<file path="config.mk">
export PLATFORM = sky130hd
export DESIGN_NAME = lphm_ctrl
export DESIGN_NICKNAME = d
export VERILOG_FILES = /design/src/design/lphm_pkg.sv /design/src/design/lphm_ctrl.sv
export SDC_FILE = /design/constraint.sdc
export NUM_CORES = 1
export LEC_CHECK = 0
export BUFFER_PORTS_ARGS = -buffer_cell sky130_fd_sc_hd__buf_4
export CORE_ASPECT_RATIO = 1.25
export CORE_UTILIZATION = 44
export CTS_CLUSTER_DIAMETER = 30
export DETAILED_ROUTE_END_ITERATION = 16
export GPL_TIMING_DRIVEN = 1
export PLACE_DENSITY = 0.74
export SYNTH_ARGS = -nofsm -noshare
export SYNTH_HDL_FRONTEND = slang
export SYNTH_SLANG_ARGS = --single-unit
</file>
<file path="constraint.sdc">
create_clock -name clk -period 1.2 [get_ports clk]
set_input_delay 0.06 -clock clk [delete_from_list [all_inputs] [get_ports clk]]
set_output_delay 0.06 -clock clk [all_outputs]
set_load 0.02 [all_outputs]
</file>
<file path="src/design/lphm_pkg.sv">
`default_nettype none
package lphm_pkg;

  // Operation codes
  localparam logic [1:0] ACT_PUT   = 2'd0;
  localparam logic [1:0] ACT_GET   = 2'd1;
  localparam logic [1:0] ACT_CLEAR = 2'd2;

  // Result status codes
  localparam logic [1:0] ST_OK       = 2'd0;
  localparam logic [1:0] ST_NOTFOUND = 2'd1;
  localparam logic [1:0] ST_FULL     = 2'd2;

  // Partial-product selects for the 64x64 low-half multiply
  localparam logic [1:0] MUL_NONE = 2'd0;
  localparam logic [1:0] MUL_LL   = 2'd1;
  localparam logic [1:0] MUL_HL   = 2'd2;
  localparam logic [1:0] MUL_LH   = 2'd3;

  // Finalizer multipliers
  localparam logic [63:0] FMIX_C0 = 64'hff51afd7ed558ccd;
  localparam logic [63:0] FMIX_C1 = 64'hc4ceb9fe1a85ec53;

  // Load limit handling
  localparam logic [3:0] LIM_RESET = 4'd7;
  localparam logic [3:0] LIM_MAX   = 4'd9;

  // Config register index
  localparam logic REG_LOAD_LIMIT = 1'b0;

  typedef struct packed {
    logic [1:0]  action;
    logic [63:0] key;
    logic [63:0] value;
  } in_item_t;

  typedef struct packed {
    logic [1:0]  status;
    logic [63:0] read_value;
    logic        inserted_new;
    logic [10:0] entry_count;
  } out_item_t;

  typedef struct packed {
    logic       load;
    logic [1:0] mul_part;
    logic       mul_c1;
    logic       fold;
    logic       probe_start;
    logic       probe_next;
    logic       mem_rd;
    logic       mem_put;
    logic       sweep;
    logic       count_inc;
    logic       count_clr;
    logic       out_load;
    logic [1:0] res_status;
    logic       res_ins;
    logic       res_hit;
  } cmd_t;

  typedef struct packed {
    logic [1:0] action;
    logic       full;
    logic       used;
    logic       match;
    logic       sweep_last;
    logic       out_free;
  } sts_t;

endpackage
`default_nettype wire

</file>
<file path="src/design/lphm_ctrl.sv">
`default_nettype none
module lphm_ctrl (
  input  wire logic          clk,
  input  wire logic          rst_n,
  input  wire logic          in_valid,
  output logic               in_stall,
  input  wire lphm_pkg::sts_t sts,
  output lphm_pkg::cmd_t     cmd
);

  localparam logic [2:0] S_RSTCLR = 3'd0;
  localparam logic [2:0] S_IDLE   = 3'd1;
  localparam logic [2:0] S_HASH   = 3'd2;
  localparam logic [2:0] S_CHECK  = 3'd3;
  localparam logic [2:0] S_RD     = 3'd4;
  localparam logic [2:0] S_CMP    = 3'd5;
  localparam logic [2:0] S_CLR    = 3'd6;
  localparam logic [2:0] S_RESP   = 3'd7;

  logic [2:0] state_r, state_nxt;
  logic [2:0] step_r, step_nxt;
  logic [1:0] res_status_r, res_status_nxt;
  logic       res_ins_r, res_ins_nxt;
  logic       res_hit_r, res_hit_nxt;

  assign in_stall = (state_r != S_IDLE);

  // Sequence one item at a time
  always_comb begin
    state_nxt      = state_r;
    step_nxt       = step_r;
    res_status_nxt = res_status_r;
    res_ins_nxt    = res_ins_r;
    res_hit_nxt    = res_hit_r;
    cmd            = '0;
    cmd.res_status = res_status_r;
    cmd.res_ins    = res_ins_r;
    cmd.res_hit    = res_hit_r;
    case (state_r)
      S_RSTCLR: begin
        cmd.sweep     = 1'b1;
        cmd.count_clr = 1'b1;
        if (sts.sweep_last) state_nxt = S_IDLE;
      end
      S_IDLE: begin
        if (in_valid) begin
          cmd.load       = 1'b1;
          res_status_nxt = lphm_pkg::ST_OK;
          res_ins_nxt    = 1'b0;
          res_hit_nxt    = 1'b0;
          step_nxt       = 3'd0;
          state_nxt      = S_HASH;
        end
      end
      S_HASH: begin
        // Dispatch on the latched action before spending hash cycles
        if (sts.action == lphm_pkg::ACT_CLEAR) begin
          state_nxt = S_CLR;
        end else if (sts.action != lphm_pkg::ACT_PUT && sts.action != lphm_pkg::ACT_GET) begin
          state_nxt = S_RESP;
        end else begin
          cmd.mul_c1 = step_r[2];
          case (step_r[1:0])
            2'd0:    cmd.mul_part = lphm_pkg::MUL_LL;
            2'd1:    cmd.mul_part = lphm_pkg::MUL_HL;
            2'd2:    cmd.mul_part = lphm_pkg::MUL_LH;
            default: cmd.fold = 1'b1;
          endcase
          step_nxt = step_r + 3'd1;
          if (step_r == 3'd7) state_nxt = S_CHECK;
        end
      end
      S_CHECK: begin
        cmd.probe_start = 1'b1;
        if (sts.action == lphm_pkg::ACT_PUT && sts.full) begin
          res_status_nxt = lphm_pkg::ST_FULL;
          state_nxt      = S_RESP;
        end else begin
          state_nxt = S_RD;
        end
      end
      S_RD: begin
        cmd.mem_rd = 1'b1;
        state_nxt  = S_CMP;
      end
      S_CMP: begin
        if (!sts.used) begin
          if (sts.action == lphm_pkg::ACT_PUT) begin
            cmd.mem_put   = 1'b1;
            cmd.count_inc = 1'b1;
            res_ins_nxt   = 1'b1;
          end else begin
            res_status_nxt = lphm_pkg::ST_NOTFOUND;
          end
          state_nxt = S_RESP;
        end else if (sts.match) begin
          if (sts.action == lphm_pkg::ACT_PUT) cmd.mem_put = 1'b1;
          else res_hit_nxt = 1'b1;
          state_nxt = S_RESP;
        end else begin
          cmd.probe_next = 1'b1;
          state_nxt      = S_RD;
        end
      end
      S_CLR: begin
        cmd.sweep     = 1'b1;
        cmd.count_clr = 1'b1;
        if (sts.sweep_last) state_nxt = S_RESP;
      end
      S_RESP: begin
        if (sts.out_free) begin
          cmd.out_load = 1'b1;
          state_nxt    = S_IDLE;
        end
      end
      default: state_nxt = S_IDLE;
    endcase
  end

  always_ff @(posedge clk) begin
    if (!rst_n) begin
      state_r      <= S_RSTCLR;
      step_r       <= 3'd0;
      res_status_r <= lphm_pkg::ST_OK;
      res_ins_r    <= 1'b0;
      res_hit_r    <= 1'b0;
    end else begin
      state_r      <= state_nxt;
      step_r       <= step_nxt;
      res_status_r <= res_status_nxt;
      res_ins_r    <= res_ins_nxt;
      res_hit_r    <= res_hit_nxt;
    end
  end

endmodule
`default_nettype wire

</file>
# Word-level counts from Yosys, hierarchy flattened
# Cells that the tools add are included.
[totals]
out_inout_bits = 18
in_bits = 10
register_bits = 10
word_cells = 97
[classes]
add_sub_neg = 1
reduce_logical = 16
n_mux = 49
n_eq_ne = 26
[op_table]
columns = ["op", "n"]
rows = [
  ["2-to-1 mux 3 bit", 10],
  ["inequality test 2 bit, second input constant", 12],
  ["one-hot mux 3 bit (8 select lines)", 1],
  ["2-to-1 mux 1 bit", 23],
  ["equality test 3 bit, second input constant", 5],
  ["AND reduction 5 bit", 3],
  ["2-to-1 mux 2 bit", 7],
  ["2-to-1 mux 4 bit", 3],
  ["one-hot mux 2 bit (3 select lines)", 2],
  ["AND reduction 4 bit", 2],
  ["equality test 3 x 2 -> 1 bit, second input constant", 2],
  ["one-hot mux 3 bit (2 select lines)", 1],
  ["nonzero test 2 bit", 3],
  ["equality test 2 bit, second input constant", 2],
  ["logical NOT 2 bit", 2],
  ["inequality test 4 bit, second input constant", 1],
  ["one-hot mux 1 bit (2 select lines)", 2],
  ["adder 3 x 1 -> 3 bit, second input constant", 1],
  ["equality test 3 x 1 -> 1 bit, second input constant", 1],
  ["logical NOT 3 bit", 1],
  ["inequality test 3 x 1 -> 1 bit, second input constant", 1],
  ["nonzero test 3 bit", 1],
  ["OR reduction 3 bit", 1],
  ["equality test 2 x 1 -> 1 bit, second input constant", 1],
  ["other kinds (3)", 4],
]

# Logic depth before layout (Yosys ltp)
# Gate-level depths: netlist (run 1).
[depth]
ltp_word = 6
ltp_mapped = 5
ltp_nobuf = 5

# Worst setup path after synthesis (run 1)
# OpenSTA, ideal clock, no wires.
[synth_path]
path_type = "register to output"
from = "register state_r[2]"
to = "output cmd[8] (netlist bit)"
arrival_time_ns = 1.398
required_time_ns = 1.140
n_path_buf = 1
setup_slack_ns = -0.258
path_stages_with_launch = 4
cell_sequence = "dfxtp_1 > buf_6 > nand3b_4 > nor4b_1"
[synth_lines]
columns = ["element", "line_no", "rtl"]
rows = [
  ["start: declaration", "lphm_ctrl.sv:20", "logic [2:0] state_r, state_nxt;"],
  ["start signal: assignment", "lphm_ctrl.sv:128", "state_r <= state_nxt;"],
  ["end: declaration", "lphm_ctrl.sv:8", "output lphm_pkg::cmd_t cmd"],
]

==> results of run 1 <==
==> Yosys cell counts (2+ instances only) <==
library cell  instances  area share (%)
nand2b_1              4             3.0
and2_1                4             3.0
a21oi_1               3             1.8
o21ai_0               4             2.4
a31oi_1               2             1.5
buf_4                 4             3.6
nand3_1               2             1.2
nand2_1               2            0.91
o21a_1                4             3.6
nand3b_1              2             1.8
nor2_1                8             3.6
ha_1                  5             7.6
nor3_1                3             1.8
dfxtp_1              10              24
nor4b_1               2             2.1
nor2b_1               2             1.5
buf_2                 4             2.4
inv_1                 9             4.1
==> where the power goes <==
part / internal [W] / leakage (nW) / switching (W)
Clock: 0.000116 / 0.0138 / 0.000111
Combinational: 0.000383 / 0.637 / 0.000348
Sequential: 0.000352 / 0.0831 / 0.0000369
==> sequential cells by signal (all words and copies together) (netlist names) <==
| name | cells |
|---|---|
| state_r | 3 |
| step_r | 3 |
| res_status_r | 2 |
| res_hit_r | 1 |
| res_ins_r | 1 |
==> final cells by class <==
type | instances | area (µm²) | area share (%)
clock buffer | 3 | 22.5 | 1.46
inverter | 9 | 33.8 | 2.19
multi-input combinational | 70 | 678 | 43.9
sequential | 10 | 211 | 13.7
tap | 19 | 23.8 | 1.54
timing repair buffer | 63 | 576 | 37.2
==> cell usage in the layout, fill, tap and decap left out, drive strengths merged, types with 2 or more instances in the layout <==
master	n
nand2b	4
buf	63
nand3b	3
a31oi	2
nor4b	3
and2	4
clkbuf	3
nand2	2
nand3	2
a21oi	4
nor3	3
o21ai	4
nor2	8
nor2b	2
inv	9
o21a	4
ha	5
dfxtp	10
==> kinds of logic (layout without fill, tap and decap cells) <==
kind of cell / count (synthesis) / after routing / synth area share (%)
AND/OR/NAND/NOR: 36 / 36 / 29.3
XOR/XNOR: 1 / 1 / 1.06
buffers and inverters: 19 / 75 / 12.0
adder cells (fa/ha/maj): 5 / 5 / 7.56
AO/OA/AOI/OAI: 28 / 28 / 25.9
flip-flops: 10 / 10 / 24.2
==> worst paths after layout <==
path	to	slack, ns	cells past startpoint
setup / recovery	cmd[6]	-0.30	4
hold / removal	state_r[0]	0.09	2
setup reg to reg	state_r[0]	-0.23	6
hold reg to reg	res_ins_r	0.49	2
==> metrics by stage <==
| stage | power, W | hold slack [ns] | util (%) | TNS [ns] | setup WS [ns] |
|---|---|---|---|---|---|
| after CTS | 0.00123 | 0.0825 | 79.6 | -3.74 | -0.295 |
| after global placement | 0.000857 | 0.350 | 66.1 | -1.57 | -0.163 |
| final | 0.00135 | 0.0850 | 87.5 | -4.21 | -0.304 |
| after global routing | 0.00141 | 0.0875 | 87.5 | -5.28 | -0.338 |
| after floorplan | 0.000686 | 0.175 | - | -0.0340 | -0.0216 |
| after detailed placement | 0.000864 | 0.360 | 66.1 | -1.99 | -0.184 |
==> layer usage <==
metal	up-vias	part of all wire, %	wire (µm)	GRT usage [%]
met2	33	53	1700	55.3
met5	-	0	0	0
met3	16	3.1	101	4.42
li1	469	-	-	-
met4	0	5.6	180	16.7
met1	496	39	1250	39.7
==> worst reg2reg max path: cells and delay by family, from the launching register on <==
kind	cells	cell delay (ns)
buffers and inverters	3	0.45
AO/OA/AOI/OAI	2	0.44
flip-flops	1	0.37
AND/OR/NAND/NOR	1	0.12
==> what timing repair did <==
item                                    CTS  global route
resized for setup                        37            20
buffers inserted                         12             4
endpoints found under the setup margin   23            24
pin swaps                                13             9
==> impl_metrics.yaml, run 1 <==
synth:
  async_flop_share_pct: 0
  ys_seq_elements: 10
  synth_cells: 99
  synth_cell_types: 43
  synth.cell_area_um2: 827
  syn-num-nets: 114
  syn_avg_cell_area_um2: 8.35
  yosys_warnings: 0
  synth-edff-count: 0
  yosysSeqAreaShare_pct: 24.2
  ys.flop_type: "dfxtp_1"
final_layout:
  area_growth_pct: 86.8
  fillCellCount: 88
  antennaDiodeCount: 0
  nNetsFinal: 172
  design_area_um2: 1550
  final_cells: 174
  layout-drive-gt1-share_pct: 62.6
setup_path:
  end_kind: "output pin"
  crit_arrival_ns: 1.44
  cpPeakStageDelay_ns: 0.44
  timing.rr.start: "state_r[2]"
  critPathSlowestCell: "or4_4"
  worst-path-buf-inv: 2
  cp.required_ns: 1.14
  path_delay_family: "simple AND/OR/NAND/NOR gates"
  critPathLaunchType: "register"
  cp-startpoint: "state_r[1]"
  crit_type: "reg2out"
  worstPathCellList: "nand3b_4, or4_4, inv_2, buf_6"
  cp_max_fo: 5
clock_tree:
  cts_sinks: 10
  clk_pin_slew_ns: 0.06
  clock_latency_ns: 0.26
  cts_tree: "yes"
  cts_hold_buf: 0
  numCtsBuffers: 3
  cts_root_buffer: "clkbuf_4"
  cts.path.max_buffers: 2
  ctsHtreeMaxLevel: 1
timing:
  min_period_over_period_pct: 125
  worst_slew_pin_slew_ns: 0.274
  clock_skew_ns: 0.00253
  grt_setup_unrepaired: "yes"
  max_slew_margin_pct: 81.7
  hold_viol: 0
  max_freq_mhz: 665
  finalSetupViolations: 21
  final-max-slew-violation-count: 0
  period_needed_ns: 1.50
  fin_ws_ns: -0.304
floorplanning:
  initial_core_util_pct: 46.8
  core_area_um2: 1770
  dieArea_um2: 2060
  die-width_um: 40.8
  die_h_um: 50.5
  io_pins: 28
  rows: 17
placed_design:
  numPortBuffers: 27
  hpwl_um: 1670
  dpl.cell_count: 155
  placed_area_um2: 1170
  routabilityCongestion: 0.811
drt:
  via_count: 1014
  routed_wl_um: 3230
  wl_per_cell_um: 18.6
  route.detailed.drc: 0
  firstDrtPassIters: 4
  route.antenna.remaining_nets: 0
  viasPerCell: 5.83
  dr.first_iter.drc_count: 16
global_route:
  antenna_found_initial: 0
  grt_pass1_wl_um: 4640
  grt_usage_pct: 33.4
  overflow: 0
  grt_max_degree: 11
  grt_pass1_vias: 977
power_and_ir_drop:
  peakVddDrop_mv: 0.745
  p_leak_nw: 0.733
  power_density_nw_per_um2: 872
hold_path:
  min-delay-start: "rst_n"
  hp-class: "in2reg"
run_status:
  status: "finished, violations left"
  violations: "negative setup slack"
run:
  max_cap_viol_count: 0
Note: power is estimated with default switching activity, not from simulation.
==> run 2, diff against run 1 <==
--- a/config.mk
+++ b/config.mk
@@ -9,2 +9,3 @@
 export CORE_ASPECT_RATIO = 1.25
+export CORE_MARGIN = 4
 export CORE_UTILIZATION = 44
==> constraint.sdc (replaced) <==
create_clock -name clk -period 1.2 [get_ports clk]
set_input_delay 0.12 -clock clk [delete_from_list [all_inputs] [get_ports clk]]
set_output_delay 0.12 -clock clk [all_outputs]
set_load 0.02 [all_outputs]
==> run 2 against run 1 <==
Effect of this change:
- the run still ends with negative setup slack left
- global-route usage is 12 points lower
- sequential share of layout area is 0.34 points lower
- register-to-register slack worse by 0.04 ns
- power is 10% higher
- clock-buffer cell count is 1 higher
- sequential power hardly changed
- utilization is 2.2 points higher
- first-iteration DRC count is 38% higher
- hold slack better by 0.049 ns
- clock power is 41% higher
- fmax is 4.3% lower
- worst setup slack worse by 0.068 ns
- highest routed layer unchanged
==> impl_metrics.yaml, run 2 (synthesized netlist as in run 1, its figures left out) <==
run_status:
  violations: "negative setup slack"
  status: "finished, violations left"
timing:
  hold_viol: 0
  worst_slew_pin_slew_ns: 0.277
  fin_tns_setup_ns: -5.74
  grt_setup_unrepaired: "yes"
  final-max-slew-violation-count: 0
  max_slew_margin_pct: 81.5
  min_period_over_period_pct: 131
  finalSetupViolations: 23
  clock_skew_ns: 0.000996
  max_freq_mhz: 636
  fin_ws_ns: -0.371
  period_needed_ns: 1.57
power_and_ir_drop:
  p_leak_nw: 0.755
  power_density_nw_per_um2: 936
  p_switching_w: 0.000519
  netSwitchingFraction_pct: 35.0
  cellInternalPower_w: 0.000963
  power_frac_clock_pct: 21.5
  peakVddDrop_mv: 0.736
  total_power_w: 0.00148
  p_comb_share_pct: 52.5
  p_seq_share_pct: 26.0
setup_path:
  r2r.worst_path.cells: 7
  crit_type: "reg2out"
  cp.required_ns: 1.08
  r2r_slack_ns: -0.27
  end_kind: "output pin"
  cp_max_fo: 4
  critPathLaunchType: "register"
  crit_arrival_ns: 1.45
drt:
  wl_per_cell_um: 19.5
  routed_wl_um: 3460
  route.detailed.drc: 0
  viasPerCell: 5.72
  dr.first_iter.drc_count: 22
  firstDrtPassIters: 4
  route.antenna.remaining_nets: 0
  via_count: 1019
floorplanning:
  io_pins: 28
  rows: 17
  die-width_um: 46.8
  die_h_um: 56.5
  core_area_um2: 1770
  dieArea_um2: 2640
  initial_core_util_pct: 46.8
global_route:
  grt_pass1_vias: 965
  grt_usage_pct: 21.5
  grt_max_degree: 11
  antenna_found_initial: 0
  overflow: 0
  grt_pass1_wl_um: 4240
final_layout:
  final_cells: 178
  final_cell_mix: "buf_4, buf_6, inv_1, dfxtp_1, ha_1"
  mostFrequentLayoutCell: "buf_4"
  reg.largest.list: "state_r x3, step_r x3, res_status_r x2"
  layout-drive-gt1-share_pct: 67.9
  antennaDiodeCount: 0
  area_growth_pct: 91.5
  nNetsFinal: 175
  fin_util_pct: 89.7
placed_design:
  numPortBuffers: 27
  hpwl_um: 1840
  routabilityCongestion: 0.822
  dpl.cell_count: 154
hold_path:
  hp-class: "in2reg"
  holdPathStages: 2
clock_tree:
  ctsHtreeMaxLevel: 1
  cts.path.max_buffers: 2
  clock_latency_ns: 0.27
  cts_tree: "yes"
  clk_pin_slew_ns: 0.07
  numCtsBuffers: 3
  cts_sinks: 10
  cts_root_buffer: "clkbuf_4"
run:
  max_cap_viol_count: 0
## run 2: cell types whose count changed in the layout (fill, tap and decap cells not counted), moves of 2 or more
| cell | previous run | this run |
|---|---|---|
| nor2_2 | 2 | 4 |
| nand2b_1 | 3 | 1 |
| nor2b_1 | 2 | 0 |
| nor2_4 | 3 | 1 |
| buf_4 | 38 | 41 |
| nand2b_4 | 1 | 3 |
## run 2: worst paths after layout
kind | to | from
worst max-delay path | cmd[6] | state_r[1]
worst min-delay path | res_status_r[1] | rst_n
worst max register to register | step_r[1] | state_r[1]
worst min register to register | res_ins_r | res_ins_r
## run 2: through the flow
step / hold WS, ns / worst slack [ns] / instance area [µm²]
2_1_floorplan: 0.295 / -0.0792 / 876
3_3_place_gp: 0.410 / -0.208 / 1150
3_5_place_dp: 0.422 / -0.208 / 1150
4_1_cts: 0.141 / -0.339 / 1370
5_1_grt: 0.164 / -0.387 / 1580
6_report: 0.134 / -0.371 / 1580
## run 2: repair_timing
item	in CTS	in global routing
pin swaps	8	22
setup endpoints to repair	23	23
resized for setup	29	34
buffers inserted	12	10
hold buffers	0	0
## run 2: area by class of cell
type	instances	area [µm²]
well taps	19	23.8
multi-input cells	70	678
inverters	9	36.3
fillers	78	181
flip-flops and latches	10	211
repair buffers	66	598
clock buffers	4	36.3
## run 2: power by group through the flow
stage | logic [W] | clock network [W] | registers (W)
floorplan | 0.000320 | 0 | 0.000372
global placement | 0.000444 | 0 | 0.000398
detailed placement | 0.000452 | 0 | 0.000399
CTS | 0.000573 | 0.000316 | 0.000388
global route | 0.000819 | 0.000323 | 0.000388
finish | 0.000778 | 0.000319 | 0.000386
## run 2: critical path, cell delays in order (launching register included)
cell	delay, ns
dfxtp_4	0.37
nand3b_4	0.16
or4_4	0.47
inv_4	0.07
buf_6	0.10
## run 2: routing by layer
metal / GRT usage (%) / wire [µm]
met3: 2.56 / 150
met5: 0 / 0
met1: 25.2 / 1320
met4: 9.09 / 156
met2: 37.1 / 1840
==> run 3, diff against run 2 <==
- REMOVE_ABC_BUFFERS: not set -> 1
==> run 3 against run 2 <==
Effect of this change:
- the flow still finishes with violations (negative setup slack)
- cell count is 1.1% lower
- first-iteration DRC count grew to 3.1 times the previous value
- final area rose by 0.55%
- clock-buffer cell count decreased by 1
- critical endpoint is now cmd[14]
==> impl_metrics.yaml, run 3 (synthesized netlist as in run 1, its figures left out) <==
run_status:
  status: "finished, violations left"
  violations: "negative setup slack"
final_layout:
  layout-drive-gt1-share_pct: 66.2
  reg.largest.list: "state_r x3, step_r x3, res_status_r x2"
  area_growth_pct: 92.6
  mostFrequentLayoutCell: "buf_4"
  fin_util_pct: 90.2
  fillCellCount: 76
  final_cell_mix: "buf_4, buf_6, inv_1, dfxtp_1"
  antennaDiodeCount: 0
  nNetsFinal: 174
floorplanning:
  initial_core_util_pct: 46.8
  core_area_um2: 1770
  die-width_um: 46.8
  io_pins: 28
  rows: 17
  dieArea_um2: 2640
  die_h_um: 56.5
drt:
  viasPerCell: 6.38
  via_count: 1123
  firstDrtPassIters: 4
  route.antenna.remaining_nets: 0
  dr.first_iter.drc_count: 68
  routed_wl_um: 4080
  route.detailed.drc: 0
  wl_per_cell_um: 23.2
clock_tree:
  cts_sinks: 10
  cts_tree: "yes"
  cts_root_buffer: "clkbuf_4"
  cts.path.max_buffers: 2
  clock_latency_ns: 0.29
  ctsHtreeMaxLevel: 1
  clk_pin_slew_ns: 0.09
  numCtsBuffers: 3
global_route:
  grt_usage_pct: 26.0
  antenna_found_initial: 0
  overflow: 0
  grt_pass1_wl_um: 4910
  grt_pass1_vias: 1054
  grt_max_degree: 11
placed_design:
  hpwl_um: 1820
  numPortBuffers: 27
  routabilityCongestion: 0.794
power_and_ir_drop:
  p_switching_w: 0.000568
  power_frac_clock_pct: 18.6
  netSwitchingFraction_pct: 39.7
  peakVddDrop_mv: 0.823
  power_density_nw_per_um2: 898
  p_comb_share_pct: 53.9
  total_power_w: 0.00143
  cellInternalPower_w: 0.000862
  p_leak_nw: 0.767
  p_seq_share_pct: 27.5
timing:
  min_period_over_period_pct: 134
  max_freq_mhz: 621
  grt_setup_unrepaired: "yes"
  hold_viol: 0
  worst_slew_pin_slew_ns: 0.306
  final-max-slew-violation-count: 0
  max_slew_margin_pct: 79.3
  period_needed_ns: 1.61
  fin_ws_ns: -0.410
  finalSetupViolations: 24
  clock_skew_ns: 0.0144
run:
  max_cap_viol_count: 0
setup_path:
  cp_max_fo: 6
  cp.required_ns: 1.08
  crit_type: "reg2out"
  end_kind: "output pin"
  critPathLaunchType: "register"
  crit_arrival_ns: 1.49
hold_path:
  hp-class: "in2reg"
## run 3: cell types whose count changed in the layout (fill, tap and decap cells not counted), sizes merged
cell    before  now
buf         66   65
clkbuf       4    3
## run 3: routing by layer
layer	vias to the layer above	routed length [µm]	track usage [%]
met1	541	1480	28.0
met2	90	2010	42.9
met3	25	378	5.77
met4	0	216	16.6
li1	467	-	-
met5	-	0	0
## run 3: path summary, 6_finish.rpt
path         slack (ns)  startpoint    endpoint  cells past startpoint
max               -0.41  state_r[2]     cmd[14]                      5
min                0.13       rst_n   res_hit_r                      3
max reg2reg       -0.30  state_r[1]  state_r[0]                      5
min reg2reg        0.48   res_ins_r   res_ins_r                      2
## run 3: per-stage QoR
stage / std cells / setup WS [ns] / cell area (µm²) / TNS (ns) / hold WS (ns)
after floorplan: 89 / -0.526 / 762 / -4.85 / 0.237
after global placement: 152 / -0.219 / 1120 / -2.89 / 0.418
after detailed placement: 152 / -0.260 / 1120 / -3.27 / 0.417
after CTS: 168 / -0.313 / 1390 / -4.44 / 0.134
after global routing: 176 / -0.449 / 1590 / -6.71 / 0.140
final: 176 / -0.410 / 1590 / -6.15 / 0.131
## run 3: critical path: stages, from the launching register on
cell and delay [ns]:
dfxtp_4 0.38, buf_6 0.13, nor4b_4 0.24, buf_4 0.19, o21a_1 0.13, buf_6 0.12
## run 3: power by group through the flow
stage | Combinational [W] | Sequential [W] | Clock, W
after floorplan | 0.000196 | 0.000409 | 0
after global placement | 0.000416 | 0.000395 | 0
after detailed placement | 0.000423 | 0.000396 | 0
after CTS | 0.000568 | 0.000382 | 0.000238
after global routing | 0.000798 | 0.000393 | 0.000272
final | 0.000771 | 0.000393 | 0.000266
## run 3: layout make-up
cell class / count / area, µm² / share of cell area [%]
multi-input combinational: 70 / 701 / 44.0
timing repair buffer: 65 / 601 / 37.7
inverter: 9 / 33.8 / 2.12
sequential: 10 / 211 / 13.3
clock buffer: 3 / 22.5 / 1.41
tap: 19 / 23.8 / 1.49
## run 3: what timing repair did
action                     CTS  global route
buffers inserted            13             9
pin swaps                   17            15
setup endpoints to repair   23            24
hold buffers                 0             0
gates resized for setup     47            35
cloned                       0             0
